`src/design/lscc_pkg.sv`:
```
// Package for the line-sensor calibrate/classify block.
// Holds shared constants, item kind codes, the controller state type and the
// command/status structs between controller and datapath. No dependencies.
`timescale 1ns / 1ps
`default_nettype none

package lscc_pkg;

   localparam int CHANNELS_DEFAULT    = 5;
   localparam int SAMPLE_BITS_DEFAULT = 10;
   localparam int KIND_BITS           = 2;
   localparam int CHANNEL_BITS        = 3;
   localparam int PERCENT_BITS        = 7;
   localparam int MARK_RESET_HIGH     = 1023;

   localparam logic [PERCENT_BITS-1:0] FULL_SCALE = 7'd100;

   localparam logic [KIND_BITS-1:0] KIND_BLACK   = 2'd0;
   localparam logic [KIND_BITS-1:0] KIND_WHITE   = 2'd1;
   localparam logic [KIND_BITS-1:0] KIND_MEASURE = 2'd2;

   typedef enum logic [1:0] {
      ST_IDLE,
      ST_CALC,
      ST_DIV,
      ST_FINISH
   } ctrl_state_type;

   typedef struct packed {
      logic capture;
      logic update;
      logic div_step;
      logic load_out;
   } ctrl_cmd_type;

   typedef struct packed {
      logic need_div;
      logic out_free;
   } dp_status_type;

endpackage

`default_nettype wire

```
`src/design/lscc_ifs.sv`:
```
// Valid/ready channel interfaces for the line-sensor block: request and response.
// Depends on lscc_pkg for field widths.
`timescale 1ns / 1ps
`default_nettype none

interface lscc_req_if #(
   parameter int SAMPLE_BITS = lscc_pkg::SAMPLE_BITS_DEFAULT
);
   logic                              valid;
   logic                              ready;
   logic [lscc_pkg::KIND_BITS-1:0]    kind;
   logic [lscc_pkg::CHANNEL_BITS-1:0] channel;
   logic [SAMPLE_BITS-1:0]            sample;

   modport source (output valid, kind, channel, sample, input ready);
   modport sink   (input valid, kind, channel, sample, output ready);
endinterface

interface lscc_rsp_if #(
   parameter int SAMPLE_BITS = lscc_pkg::SAMPLE_BITS_DEFAULT
);
   logic                              valid;
   logic                              ready;
   logic                              channel_valid;
   logic                              on_line;
   logic [SAMPLE_BITS-1:0]            threshold;
   logic [lscc_pkg::PERCENT_BITS-1:0] percent;
   logic                              range_error;

   modport source (output valid, channel_valid, on_line, threshold, percent, range_error,
                   input ready);
   modport sink   (input valid, channel_valid, on_line, threshold, percent, range_error,
                   output ready);
endinterface

`default_nettype wire

```
`src/design/lscc_ctrl.sv`:
```
// Controller state machine of the line-sensor block: sequences capture,
// calibration update, the shift-subtract divide and the result load.
// Depends on lscc_pkg.
`timescale 1ns / 1ps
`default_nettype none

module lscc_ctrl #(
   parameter int SAMPLE_BITS = lscc_pkg::SAMPLE_BITS_DEFAULT
) (
   input  wire                     clock,
   input  wire                     reset,
   input  wire                     req_valid,
   output logic                    req_ready,
   input  lscc_pkg::dp_status_type status,
   output lscc_pkg::ctrl_cmd_type  cmd
);
   import lscc_pkg::*;

   // The quotient has one bit per divide step.
   localparam int QUO_BITS = SAMPLE_BITS + PERCENT_BITS;
   localparam int CNT_BITS = $clog2(QUO_BITS);

   ctrl_state_type       state_ff, state_in;
   logic [CNT_BITS-1:0]  count_ff, count_in;
   logic                 last_step;

   assign last_step = (count_ff == CNT_BITS'(QUO_BITS - 1));

   always_comb begin
      state_in = state_ff;
      unique case (state_ff)
         ST_IDLE: begin
            if (req_valid) state_in = ST_CALC;
         end
         ST_CALC: begin
            state_in = status.need_div ? ST_DIV : ST_FINISH;
         end
         ST_DIV: begin
            if (last_step) state_in = ST_FINISH;
         end
         ST_FINISH: begin
            if (status.out_free) state_in = ST_IDLE;
         end
         default: begin
            state_in = ST_IDLE;
         end
      endcase
   end

   always_comb begin
      req_ready    = 1'b0;
      cmd          = '0;
      count_in     = count_ff;
      unique case (state_ff)
         ST_IDLE: begin
            req_ready   = 1'b1;
            cmd.capture = req_valid;
         end
         ST_CALC: begin
            cmd.update = 1'b1;
            count_in   = '0;
         end
         ST_DIV: begin
            cmd.div_step = 1'b1;
            count_in     = count_ff + 1'b1;
         end
         ST_FINISH: begin
            cmd.load_out = status.out_free;
         end
         default: begin
            req_ready = 1'b0;
         end
      endcase
   end

   always_ff @(posedge clock) begin
      if (reset) begin
         state_ff <= ST_IDLE;
         count_ff <= '0;
      end else begin
         state_ff <= state_in;
         count_ff <= count_in;
      end
   end

endmodule

`default_nettype wire

```
`src/design/lscc_dp.sv`:
```
// Datapath of the line-sensor block: per-channel low/high/threshold marks,
// percentage divider and the response register. Depends on lscc_pkg.
`timescale 1ns / 1ps
`default_nettype none

module lscc_dp #(
   parameter int CHANNELS    = lscc_pkg::CHANNELS_DEFAULT,
   parameter int SAMPLE_BITS = lscc_pkg::SAMPLE_BITS_DEFAULT
) (
   input  wire                                   clock,
   input  wire                                   reset,
   input  lscc_pkg::ctrl_cmd_type                cmd,
   output lscc_pkg::dp_status_type               status,
   input  wire  [lscc_pkg::KIND_BITS-1:0]        req_kind,
   input  wire  [lscc_pkg::CHANNEL_BITS-1:0]     req_channel,
   input  wire  [SAMPLE_BITS-1:0]                req_sample,
   output logic                                  rsp_valid,
   input  wire                                   rsp_ready,
   output logic                                  rsp_channel_valid,
   output logic                                  rsp_on_line,
   output logic [SAMPLE_BITS-1:0]                rsp_threshold,
   output logic [lscc_pkg::PERCENT_BITS-1:0]     rsp_percent,
   output logic                                  rsp_range_error
);
   import lscc_pkg::*;

   localparam int SB       = SAMPLE_BITS;
   localparam int QUO_BITS = SB + PERCENT_BITS;
   localparam int IDX_BITS = (CHANNELS > 1) ? $clog2(CHANNELS) : 1;
   localparam logic [SB-1:0] RST_HIGH = SB'(MARK_RESET_HIGH);
   localparam logic [SB-1:0] RST_THR  = RST_HIGH >> 1;

   // Captured request.
   logic [KIND_BITS-1:0]    kind_ff;
   logic [CHANNEL_BITS-1:0] chan_ff;
   logic [SB-1:0]           sample_ff;

   // Per-channel marks.
   logic [SB-1:0] low_ff  [CHANNELS];
   logic [SB-1:0] high_ff [CHANNELS];
   logic [SB-1:0] thr_ff  [CHANNELS];

   // Intermediate result and divider.
   logic                  chan_ok_ff;
   logic                  on_ff;
   logic [SB-1:0]         thr_res_ff;
   logic                  err_ff;
   logic                  need_div_ff;
   logic [SB-1:0]         divisor_ff;
   logic [SB:0]           rem_ff;
   logic [QUO_BITS-1:0]   quo_ff;

   // Response register.
   logic                    out_valid_ff;
   logic                    out_chan_ok_ff;
   logic                    out_on_ff;
   logic [SB-1:0]           out_thr_ff;
   logic [PERCENT_BITS-1:0] out_pct_ff;
   logic                    out_err_ff;

   logic [IDX_BITS-1:0] idx;
   logic                chan_ok;
   logic                is_black, is_white, is_meas, is_calib;
   logic [SB-1:0]       lo_cur, hi_cur, thr_cur;
   logic [SB-1:0]       lo_new, hi_new, thr_new;
   logic [SB:0]         mid_sum;
   logic                err_new;
   logic [SB-1:0]       diff;
   logic [QUO_BITS-1:0] dividend;
   logic [SB:0]         trial;
   logic                trial_ge;
   logic                saturated;
   logic [PERCENT_BITS-1:0] pct_fin;

   assign idx      = chan_ff[IDX_BITS-1:0];
   assign chan_ok  = ({1'b0, chan_ff} < (CHANNEL_BITS + 1)'(CHANNELS));
   assign is_black = (kind_ff == KIND_BLACK);
   assign is_white = (kind_ff == KIND_WHITE);
   assign is_meas  = (kind_ff == KIND_MEASURE);
   assign is_calib = is_black || is_white;

   always_comb begin
      lo_cur  = chan_ok ? low_ff[idx]  : '0;
      hi_cur  = chan_ok ? high_ff[idx] : '0;
      thr_cur = chan_ok ? thr_ff[idx]  : '0;
      lo_new  = (is_black && (sample_ff < lo_cur)) ? sample_ff : lo_cur;
      hi_new  = (is_white && (sample_ff > hi_cur)) ? sample_ff : hi_cur;
      mid_sum = {1'b0, hi_new} + {1'b0, lo_new};
      // An out-of-range channel reports a cleared threshold, even for calibration.
      thr_new = (chan_ok && is_calib) ? mid_sum[SB:1] : thr_cur;
      err_new = chan_ok && (hi_new <= lo_new);
      diff    = (sample_ff >= lo_new) ? (sample_ff - lo_new) : (lo_new - sample_ff);
      dividend = QUO_BITS'(diff) * QUO_BITS'(FULL_SCALE);
   end

   always_comb begin
      status.need_div = chan_ok && is_meas && !err_new;
      status.out_free = !out_valid_ff || rsp_ready;
   end

   // One restoring divide step: the remainder always stays below the divisor.
   assign trial    = {rem_ff[SB-1:0], quo_ff[QUO_BITS-1]};
   assign trial_ge = (trial >= {1'b0, divisor_ff});

   assign saturated = need_div_ff && (quo_ff > QUO_BITS'(FULL_SCALE));
   assign pct_fin   = !need_div_ff ? '0 :
                      saturated    ? FULL_SCALE : quo_ff[PERCENT_BITS-1:0];

   always_ff @(posedge clock) begin
      if (cmd.capture) begin
         kind_ff   <= req_kind;
         chan_ff   <= req_channel;
         sample_ff <= req_sample;
      end
   end

   always_ff @(posedge clock) begin
      if (reset) begin
         for (int c = 0; c < CHANNELS; c++) begin
            low_ff[c]  <= '0;
            high_ff[c] <= RST_HIGH;
            thr_ff[c]  <= RST_THR;
         end
      end else if (cmd.update && chan_ok && is_calib) begin
         low_ff[idx]  <= lo_new;
         high_ff[idx] <= hi_new;
         thr_ff[idx]  <= thr_new;
      end
   end

   always_ff @(posedge clock) begin
      if (cmd.update) begin
         chan_ok_ff  <= chan_ok;
         on_ff       <= chan_ok && is_meas && (sample_ff > thr_cur);
         thr_res_ff  <= thr_new;
         err_ff      <= err_new;
         need_div_ff <= status.need_div;
         divisor_ff  <= hi_new - lo_new;
         rem_ff      <= '0;
         quo_ff      <= dividend;
      end else if (cmd.div_step) begin
         rem_ff <= trial_ge ? (trial - {1'b0, divisor_ff}) : trial;
         quo_ff <= {quo_ff[QUO_BITS-2:0], trial_ge};
      end
   end

   always_ff @(posedge clock) begin
      if (reset) begin
         out_valid_ff <= 1'b0;
      end else if (cmd.load_out) begin
         out_valid_ff <= 1'b1;
      end else if (rsp_ready) begin
         out_valid_ff <= 1'b0;
      end
   end

   always_ff @(posedge clock) begin
      if (cmd.load_out) begin
         out_chan_ok_ff <= chan_ok_ff;
         out_on_ff      <= on_ff;
         out_thr_ff     <= thr_res_ff;
         out_pct_ff     <= pct_fin;
         out_err_ff     <= err_ff || saturated;
      end
   end

   assign rsp_valid         = out_valid_ff;
   assign rsp_channel_valid = out_chan_ok_ff;
   assign rsp_on_line       = out_on_ff;
   assign rsp_threshold     = out_thr_ff;
   assign rsp_percent       = out_pct_ff;
   assign rsp_range_error   = out_err_ff;

endmodule

`default_nettype wire

```
`src/design/line_sensor_calibrate_classify.sv`:
```
// Top level of the line-sensor calibrate/classify block.
// Depends on lscc_pkg, lscc_ifs (channel interfaces), lscc_ctrl and lscc_dp.
//
// Usage: each request beat carries a kind (black calibration, white
// calibration or measure), a channel index and a raw sample. Every request
// beat produces exactly one response beat with channel_valid, on_line,
// threshold, percent and range_error. Calibration beats widen the stored
// low/high marks of the channel and refresh its threshold; measure beats
// compare against the threshold and scale the sample into 0..100 percent.
// Timing: the block works on one beat at a time. A calibration beat, an
// unused kind or an out-of-range channel passes from capture through the
// update state to the finish state, which loads the response register. A
// measure beat also runs the shift-subtract divider between the update and
// finish states, one quotient bit a cycle. The next request is accepted
// as soon as the previous one has reached the response register, so a
// stalled receiver holds at most one finished beat while the next one is
// computed. When the receiver stalls longer, the finished beat waits in its
// final step and the request side stays not ready.
// Reset is synchronous: all lows become 0, all highs the full-scale mark and
// all thresholds its half, and no response is pending.
`timescale 1ns / 1ps
`default_nettype none

module line_sensor_calibrate_classify #(
   parameter int CHANNELS    = lscc_pkg::CHANNELS_DEFAULT,
   parameter int SAMPLE_BITS = lscc_pkg::SAMPLE_BITS_DEFAULT
) (
   input wire         clock,
   input wire         reset,
   lscc_req_if.sink   req_chan,
   lscc_rsp_if.source rsp_chan
);
   import lscc_pkg::*;

   ctrl_cmd_type  cmd;
   dp_status_type status;
   logic          req_ready;

   // The controller only needs the request valid; payload goes to the datapath.
   lscc_ctrl #(
      .SAMPLE_BITS (SAMPLE_BITS)
   ) u_ctrl (
      .clock     (clock),
      .reset     (reset),
      .req_valid (req_chan.valid),
      .req_ready (req_ready),
      .status    (status),
      .cmd       (cmd)
   );

   assign req_chan.ready = req_ready;

   lscc_dp #(
      .CHANNELS    (CHANNELS),
      .SAMPLE_BITS (SAMPLE_BITS)
   ) u_dp (
      .clock             (clock),
      .reset             (reset),
      .cmd               (cmd),
      .status            (status),
      .req_kind          (req_chan.kind),
      .req_channel       (req_chan.channel),
      .req_sample        (req_chan.sample),
      .rsp_valid         (rsp_chan.valid),
      .rsp_ready         (rsp_chan.ready),
      .rsp_channel_valid (rsp_chan.channel_valid),
      .rsp_on_line       (rsp_chan.on_line),
      .rsp_threshold     (rsp_chan.threshold),
      .rsp_percent       (rsp_chan.percent),
      .rsp_range_error   (rsp_chan.range_error)
   );

endmodule

`default_nettype wire
```
`src/flat_wrapper.sv`:
```
// flat-port wrapper written by rule: the top's interface ports become plain ports
module line_sensor_calibrate_classify_flat import lscc_pkg::*;
#(
   parameter int CHANNELS    = lscc_pkg::CHANNELS_DEFAULT,
   parameter int SAMPLE_BITS = lscc_pkg::SAMPLE_BITS_DEFAULT
)
  (clock, reset, req_chan_valid, req_chan_kind, req_chan_channel, req_chan_sample, req_chan_ready, rsp_chan_valid, rsp_chan_channel_valid, rsp_chan_on_line, rsp_chan_threshold, rsp_chan_percent, rsp_chan_range_error, rsp_chan_ready);
  lscc_req_if #(.SAMPLE_BITS(SAMPLE_BITS)) req_chan_i ();
  lscc_rsp_if #(.SAMPLE_BITS(SAMPLE_BITS)) rsp_chan_i ();
  input wire clock;
  input wire reset;
  input wire logic [$bits(req_chan_i.valid)-1:0] req_chan_valid;
  input wire logic [$bits(req_chan_i.kind)-1:0] req_chan_kind;
  input wire logic [$bits(req_chan_i.channel)-1:0] req_chan_channel;
  input wire logic [$bits(req_chan_i.sample)-1:0] req_chan_sample;
  output wire logic [$bits(req_chan_i.ready)-1:0] req_chan_ready;
  output wire logic [$bits(rsp_chan_i.valid)-1:0] rsp_chan_valid;
  output wire logic [$bits(rsp_chan_i.channel_valid)-1:0] rsp_chan_channel_valid;
  output wire logic [$bits(rsp_chan_i.on_line)-1:0] rsp_chan_on_line;
  output wire logic [$bits(rsp_chan_i.threshold)-1:0] rsp_chan_threshold;
  output wire logic [$bits(rsp_chan_i.percent)-1:0] rsp_chan_percent;
  output wire logic [$bits(rsp_chan_i.range_error)-1:0] rsp_chan_range_error;
  input wire logic [$bits(rsp_chan_i.ready)-1:0] rsp_chan_ready;
  assign req_chan_i.valid = req_chan_valid;
  assign req_chan_i.kind = req_chan_kind;
  assign req_chan_i.channel = req_chan_channel;
  assign req_chan_i.sample = req_chan_sample;
  assign req_chan_ready = req_chan_i.ready;
  assign rsp_chan_valid = rsp_chan_i.valid;
  assign rsp_chan_channel_valid = rsp_chan_i.channel_valid;
  assign rsp_chan_on_line = rsp_chan_i.on_line;
  assign rsp_chan_threshold = rsp_chan_i.threshold;
  assign rsp_chan_percent = rsp_chan_i.percent;
  assign rsp_chan_range_error = rsp_chan_i.range_error;
  assign rsp_chan_i.ready = rsp_chan_ready;
  line_sensor_calibrate_classify #(.CHANNELS(CHANNELS), .SAMPLE_BITS(SAMPLE_BITS)) u_core (.clock(clock), .reset(reset), .req_chan(req_chan_i), .rsp_chan(rsp_chan_i));
endmodule
```
`config.mk`:
```
export PLATFORM = sky130hd
export DESIGN_NAME = line_sensor_calibrate_classify_flat
export DESIGN_NICKNAME = d
export VERILOG_FILES = /design/src/design/lscc_pkg.sv /design/src/design/lscc_ifs.sv /design/src/design/lscc_ctrl.sv /design/src/design/lscc_dp.sv /design/src/design/line_sensor_calibrate_classify.sv /design/src/flat_wrapper.sv
export SDC_FILE = /design/constraint.sdc
export NUM_CORES = 1
export LEC_CHECK = 0
export BUFFER_PORTS_ARGS = -buffer_cell sky130_fd_sc_hd__buf_2
export CAP_MARGIN = 20
export CORE_MARGIN = 4
export CORE_UTILIZATION = 68
export CTS_CLUSTER_SIZE = 28
export DETAILED_ROUTE_END_ITERATION = 6
export PLACE_DENSITY = 0.86
export SKIP_CTS_REPAIR_TIMING = 1
export SLEW_MARGIN = 20
export SYNTH_ARGS = -nofsm -noshare
export SYNTH_HDL_FRONTEND = slang
export SYNTH_SLANG_ARGS = --single-unit
```
`constraint.sdc`:
```
create_clock -name clock -period 13.7 [get_ports clock]
set_clock_uncertainty 0.15 [all_clocks]
set_input_delay 2.74 -clock clock [delete_from_list [all_inputs] [get_ports clock]]
set_output_delay 2.74 -clock clock [all_outputs]
set_load 0.02 [all_outputs]
```
# ---- Word-level counts from Yosys, hierarchy flattened
# Memory sizes are Yosys's and may differ from the RTL's. A register that Yosys moved wholly into a read port is not among the register bits.
# Cells that the tools add are included.
dict set report word_totals {
  mem_bits_rw 150
  reg_bits 94
  input_bits 19
  output_inout_bits 22
  wordCells 115
  n_memories 3
}
# name words width read_ports rd_ports_with_merged_regs write_ports line
set memory_table {}
lappend memory_table {u_core.u_dp.high_ff 5 10 1 1 5 lscc_dp.sv:40} ;# logic [SB-1:0] high_ff [CHANNELS];
lappend memory_table {u_core.u_dp.low_ff 5 10 1 1 5 lscc_dp.sv:39} ;# logic [SB-1:0] low_ff [CHANNELS];
lappend memory_table {u_core.u_dp.thr_ff 5 10 1 1 5 lscc_dp.sv:41} ;# logic [SB-1:0] thr_ff [CHANNELS];
dict set report classes {
  n_reduce_logical 25
  eq_ne 9
  bitwise_logic 1
  n_lt_le_gt_ge 8
  muxes 41
  n_mul 1
  n_addsub 6
}
# op count
set ops {}
lappend ops {{2-to-1 mux 10 bit} 11}
lappend ops {{subtractor 10 bit} 4}
lappend ops {{2-to-1 mux 17 bit} 2}
lappend ops {{OR reduction 10 bit} 3}
lappend ops {{greater-than comparator 10 bit} 2}
lappend ops {{2-to-1 mux 3 bit} 6}
lappend ops {{greater-than comparator 17 x 7 -> 1 bit (second input constant)} 1}
lappend ops {{2-to-1 mux 1 bit} 16}
lappend ops {{multiplier 10 x 5 -> 15 bit (second input constant)} 1}
lappend ops {{adder 10 x 10 -> 11 bit} 1}
lappend ops {{>= comparator 11 x 10 -> 1 bit} 1}
lappend ops {{>= comparator 10 bit} 1}
lappend ops {{<= comparator 10 bit} 1}
lappend ops {{logical AND 1 bit} 10}
lappend ops {{less-than comparator 10 bit} 1}
lappend ops {{one-hot mux 5 bit (2 select lines)} 1}
lappend ops {{one-hot mux 2 bit (4 select lines)} 1}
lappend ops {{2-to-1 mux 7 bit} 1}
lappend ops {{== test 2 bit (second input constant)} 3}
lappend ops {{2-to-1 mux 2 bit} 3}
lappend ops {{inequality test 2 bit (second input constant)} 3}
lappend ops {{nonzero test 2 bit} 3}
lappend ops {{adder 5 x 1 -> 5 bit (second input constant)} 1}
lappend ops {{== test 5 bit (second input constant)} 1}
lappend ops {{8 further kinds} 13}

# ---- Logic depth before layout (Yosys ltp)
dict set report depth {
  word_depth 11
  ltp_mapped 37
}

# ---- Cells and area by module
# From an unflattened synthesis, not the netlist that was laid out.
dict set report unflattened {
  hier_cells 1370
  area_unflattened_um2 17580.6
}
# module area_per_inst_um2 instances cells_each
set by_module_without_submodules {}
lappend by_module_without_submodules {lscc_dp 17145.2 1 1321}
lappend by_module_without_submodules {lscc_ctrl 435.4 1 49}

# ---- Worst setup path after synthesis
# OpenSTA, ideal clock, no wires.
dict set report synth_path {
  path_type {register to register}
  startpoint {reg (tool-made name)}
  endpoint {reg u_core.u_dp.quo_ff[16] (data pin)}
  arrival_time_ps 7795
  required_ps 13294
  synth_period_minus_slack_ps 8201
  setup_slack_ps 5499
  path_stages_with_launch 37
  path_cell_list {dfxtp_1 buf_6 buf_2 mux4_2 mux2_2 nand2_1 ha_1 a21o_1 nand3_1 a21oi_1 nor3_1 buf_2 nand2_1 o21ai_1 inv_1 ha_1 fa_1 nor2b_1 a221oi_4 a31oi_4 or2_1 buf_6 mux2_2 xnor2_1 ha_1 ha_1 inv_1 fa_1 inv_1 ha_1 nand2_1 o21ai_0 o31ai_1 a21oi_1 a21oi_1 xnor2_1 a22o_1}
}
# item line
set synth_lines {}
lappend synth_lines {{end signal: assignment} lscc_dp.sv:140} ;# quo_ff <= dividend;
lappend synth_lines {{end signal: assignment} lscc_dp.sv:143} ;# quo_ff <= {quo_ff[QUO_BITS-2:0], trial_ge};
lappend synth_lines {{end: declaration} lscc_dp.sv:51} ;# logic [QUO_BITS-1:0] quo_ff;

# ---- Worst setup path after layout
dict set report layout_path {
  startpoint {reg u_core.u_dp.chan_ff[0]}
  endpoint {reg u_core.u_dp.quo_ff[16] (data pin)}
}
dict set report layout_between {
  elab_chain_cells 9
  elab_cells_between_ends 11
}
# item line
set layout_rtl {}
lappend layout_rtl {{start: declaration} lscc_dp.sv:35} ;# logic [CHANNEL_BITS-1:0] chan_ff;
lappend layout_rtl {{start signal: assignment} lscc_dp.sv:112} ;# chan_ff <= req_channel;
lappend layout_rtl {{less-than comparator 3 bit *} lscc_dp.sv:76} ;# assign chan_ok = ({1'b0, chan_ff} < (CHANNEL_BITS + 1)'(CHANNELS));
lappend layout_rtl {{2-to-1 mux 10 bit *} lscc_dp.sv:83} ;# lo_cur = chan_ok ? low_ff[idx] : '0;
lappend layout_rtl {{less-than comparator 10 bit} lscc_dp.sv:86} ;# lo_new = (is_black && (sample_ff < lo_cur)) ? sample_ff : lo_cur;
lappend layout_rtl {{logical AND 1 bit} lscc_dp.sv:86}
lappend layout_rtl {{2-to-1 mux 10 bit *} lscc_dp.sv:86}
lappend layout_rtl {{net u_core.u_dp.lo_new[5]} lscc_dp.sv:65} ;# logic [SB-1:0] lo_new, hi_new, thr_new;
lappend layout_rtl {{subtractor 10 bit or >= comparator 10 bit (tied branches)} lscc_dp.sv:92} ;# diff = (sample_ff >= lo_new) ? (sample_ff - lo_new) : (lo_new - sample_ff);
lappend layout_rtl {{2-to-1 mux 10 bit *} lscc_dp.sv:92}
lappend layout_rtl {{multiplier 10 x 5 -> 15 bit *} lscc_dp.sv:93} ;# dividend = QUO_BITS'(diff) * QUO_BITS'(FULL_SCALE);
lappend layout_rtl {{2-to-1 mux 17 bit *} lscc_dp.sv:132} ;# if (cmd.update) begin
# Mark *: on every way through the listed nets, which the timed path passes. The rest lies on a longest branch.
# A chain may end at the register's enable or synchronous reset.

==> results <==
- The final-report max-slew violation count is 0.
- The total global routing overflow is 0.
- The maximum number of pins on one net before global-route repair is 61.
- Setup repair after global routing left no endpoint under its margin.
- Summing the areas of all fa, ha and maj instances in the mapped netlist gives 9.49% of the synthesized area.
- The number of buffers created by CTS is 36.
- The aggregate global-route resource usage is 29.0%.
- Summed over all failing endpoints, the final setup total negative slack is 0 ns.
- The boundary pin count is 41.
- The CTS clock-pin slew for the worst setup and hold paths is 0.06 ns.
- The multi-input logic area is 7600 um2.
- The endpoint of the worst hold path is u_core.u_dp.rsp_threshold[6].
- The final antenna-violating net count is 0.
- The final weighted congestion in routability-driven placement is 0.961.
- The mean routed wirelength per cell is 22.6 um.
- The number of placed cells counting well taps is 1764.
- Clock tree synthesis selected as its root buffer the cell sky130_fd_sc_hd__clkbuf_16.
- The relative slew slack is 21.0%.
- The critical path launch point type is a flop.
- The reg-to-reg critical path startpoint is u_core.u_dp.chan_ff[0].
- The synthesized netlist devotes 9.33% of its cell area to simple gates.
- After synthesis, the netlist uses 74 different library cells.
- In this run the deepest clock path goes through 3 buffers.
- The floorplan step defined a die boundary enclosing 28800 um2.
- The synthesized netlist occupies a cell area of 17800 um2.
- The detailed placer's ending HPWL is 27600 um.
- The final number of setup-violating endpoints is 0.
- On the worst path, the slowest cell contributes a delay of 0.66 ns.
- After detailed routing, the number of vias per cell comes to 6.32.
- For the worst flop-to-flop path, the logic depth is 33.
- In the post-synthesis netlist, the biggest area contributors are sky130_fd_sc_hd__edfxtp_1 (53%), sky130_fd_sc_hd__ha_1 (8.4%), sky130_fd_sc_hd__mux4_2 (7.6%).
- The area share of the largest cell type after synthesis is 53.0%.
- The maximum clock frequency is 0.104 GHz.
- By area, the combinational part of the netlist is dominated by multiplexers.
- The initialized floorplan defines 58 standard-cell rows.
- Once the floorplan was initialized, standard cells occupied 69.9% of the core.
- The hold slack is 0.268 ns.
- The count of buffers from port buffering is 40.
- The number of antenna violations at the first check in global routing is 0.
- The data required time at the worst endpoint is 13.82 ns.
- Compared with the post-synthesis result, the final layout area differs by 10.6%.
- The path class of the tightest hold or removal check is reg2reg.
- On the critical path, the stage with the largest delay is an instance of sky130_fd_sc_hd__nor3_2.
- The detailed router placed 11600 vias in this run.
- The area of all sequential standard cells is 9900 um2.
- The async set-or-reset flop fraction in the synthesized netlist is 0%.
- The H-tree level count is 2.
- The most frequent cell on the critical path is sky130_fd_sc_hd__ha_1.
- In the synthesized netlist, mux cells make up 11.4% of the area.
- During synthesis, Yosys emitted a total of 0 warnings.
- The hold violation total from the final report is 0.
- Summing the areas of all compound-gate instances in the mapped netlist gives 8.55% of the synthesized area.
- The placeable core region is 25500 um2.
- The fraction of final layout cells with drive strength greater than 1 is 14.8%.
- The cell count of the worst hold path is 0.
- The count of maximum capacitance violations is 0.
- The floorplan step set the die width to 170 um.
- The count of cells in the finished layout, fillers not included, comes to 1829.
- The main flop type after synthesis is sky130_fd_sc_hd__edfxtp_1.
- Fill cells in the final layout number 1447.
- The clock tree from TritonCTS is built.
- The flow ran to the end, and the final reports show no timing, DRC or antenna violations.
- The pre-antenna-repair detailed-routing pass consisted of 6 iterations.
- The synthesized design contains 314 enable-type register cells.
- The die boundary height is 170 um.
- At the pin with the least slew margin, the transition time is 1.19 ns.
- For flop-to-flop paths, the worst setup slack is 4.06 ns.
- The clock drives 337 sinks.
- The worst path uses 70.3% of the clock period.
- The wire length of the first global-routing pass is 64000 um.
- The xor/xnor share of the synthesized area is 1.92%.
- The number of instances in the synthesized netlist is 1353.
- The worst-path maximum fanout is 30.
- The sequential-to-total area share from yosys stat is 55.5%.
- In this run the critical register-to-register path is captured at u_core.u_dp.quo_ff[16].
- The shortest clock period the worst path allows after layout is 9.64 ns.
- The synthesized design spends more area on one cell type than any other, namely sky130_fd_sc_hd__edfxtp_1.
- The startpoint of the tightest hold check path is u_core.u_dp.thr_res_ff[6].
- Wires add up to 41400 um.
- The final-stage net count is 1620.
- In the routed design, unresolved DRC markers number 0.
- Data on the critical path arrives at its endpoint at 9.75 ns.
- The synthesized flop and latch total is 337.
- The type of the worst setup path is reg2reg.
- The diode insertion count for antenna repair is 0.
- The first routing iteration left 1747 violations.
- The post-synthesis area per instance is 13.2 um2.
- For the worst-skew pair, the clock arrives at the later sink with an insertion delay of 0.52 ns.
- The number of global-route vias before repair is 11500.
- The worst setup path is captured at a flop.
area by class of cell:
cell class,instances,share of cell area (%)
Clock buffer,54,5.18
Clock inverter,11,0.451
Inverter,92,1.75
Multi-Input combinational cell,947,38.6
Sequential cell,337,50.2
Tap cell,330,2.10
Timing Repair Buffer,58,1.70
cell usage in the layout (no fill, tap or decap), types with 40 or more instances in the layout:
| cell | instances |
|---|---|
| sky130_fd_sc_hd__edfxtp_1 | 314 |
| sky130_fd_sc_hd__a21oi_1 | 50 |
| sky130_fd_sc_hd__mux2i_1 | 45 |
| sky130_fd_sc_hd__conb_1 | 90 |
| sky130_fd_sc_hd__mux4_2 | 60 |
| sky130_fd_sc_hd__inv_1 | 91 |
| sky130_fd_sc_hd__buf_2 | 40 |
| sky130_fd_sc_hd__nor2_1 | 123 |
| sky130_fd_sc_hd__ha_1 | 118 |
| sky130_fd_sc_hd__nand2_1 | 142 |
Yosys cell counts, types with 21 or more instances:
cell type and instances:
sky130_fd_sc_hd__inv_1 91, sky130_fd_sc_hd__mux2i_1 45, sky130_fd_sc_hd__xnor2_1 21, sky130_fd_sc_hd__mux4_2 60, sky130_fd_sc_hd__ha_1 119, sky130_fd_sc_hd__dfxtp_1 23
sky130_fd_sc_hd__a21oi_1 50, sky130_fd_sc_hd__o21ai_0 28, sky130_fd_sc_hd__nor2_1 123, sky130_fd_sc_hd__nand2_1 142, sky130_fd_sc_hd__clkbuf_1 40, sky130_fd_sc_hd__edfxtp_1 314
worst max path at each step:
stage | cells past startpoint | from | to | slack, ns
2_1_floorplan | 36 | flop | u_core.u_dp.quo_ff[16] | 5.50
3_3_place_gp | 32 | flop | u_core.u_dp.quo_ff[16] | 4.53
3_5_place_dp | 32 | u_core.u_dp.chan_ff[0] | u_core.u_dp.quo_ff[16] | 4.26
4_1_cts | 30 | u_core.u_dp.chan_ff[0] | u_core.u_dp.quo_ff[16] | 4.20
5_1_grt | 30 | u_core.u_dp.chan_ff[1] | u_core.u_dp.quo_ff[16] | 3.52
6_report | 33 | u_core.u_dp.chan_ff[0] | u_core.u_dp.quo_ff[16] | 4.06
per-layer routing:
layer	vias up	share of wire (%)	global-route usage (%)
li1	5152	-	-
met4	0	3.6	9.38
met1	5576	39	41.5
met3	115	11	5.29
met5	-	0	0
met2	721	46	46.1
registers in the layout (all words and copies together) (netlist names), 2 cells and up, named ones only:
| signal | count |
|---|---|
| u_core.u_ctrl.count_ff | 5 |
| u_core.u_ctrl.state_ff | 2 |
| u_core.u_dp.chan_ff | 3 |
| u_core.u_dp.divisor_ff | 10 |
| u_core.u_dp.high_ff | 80 |
| u_core.u_dp.kind_ff | 2 |
| u_core.u_dp.low_ff | 80 |
| u_core.u_dp.quo_ff | 17 |
| u_core.u_dp.rem_ff | 10 |
| u_core.u_dp.rsp_percent | 7 |
| u_core.u_dp.rsp_threshold | 10 |
| u_core.u_dp.sample_ff | 10 |
| u_core.u_dp.thr_ff | 80 |
| u_core.u_dp.thr_res_ff | 10 |
worst max-delay path: cells and delay by family (launching register included):
family	cells	cell delay (ns)
AOI/OAI and AO/OA	12	2.68
xor gates and xnor gates	2	0.42
adders and majority gates	6	2.26
buffers and inverters	5	1.30
DFF	1	0.44
muxes	1	0.41
and+or+nand+nor	7	1.67
per-stage QoR:
stage | worst slack [ns] | cell area (um2) | utilization [%]
4_1_cts | 4.20 | 19700 | 77.3
6_report | 4.06 | 19700 | 77.3
2_1_floorplan | 5.50 | 18100 | -
3_3_place_gp | 4.53 | 18600 | 73.0
5_1_grt | 3.52 | 19700 | 77.3
3_5_place_dp | 4.26 | 18600 | 73.0
kinds of logic (layout without fill, tap and decap cells):
| group | count (synthesis) | count (layout) |
|---|---|---|
| xor+xnor | 39 | 39 |
| mux | 125 | 125 |
| simple gates | 374 | 374 |
| flops | 337 | 337 |
| fa+ha+maj | 129 | 129 |
| other cells | 1 | 90 |
| buf+inv | 158 | 215 |
| compound gates | 190 | 190 |
Power is left out: the tool's default activity adds up to more than one toggle a clock period on the data nets, which glitch-free logic cannot reach.
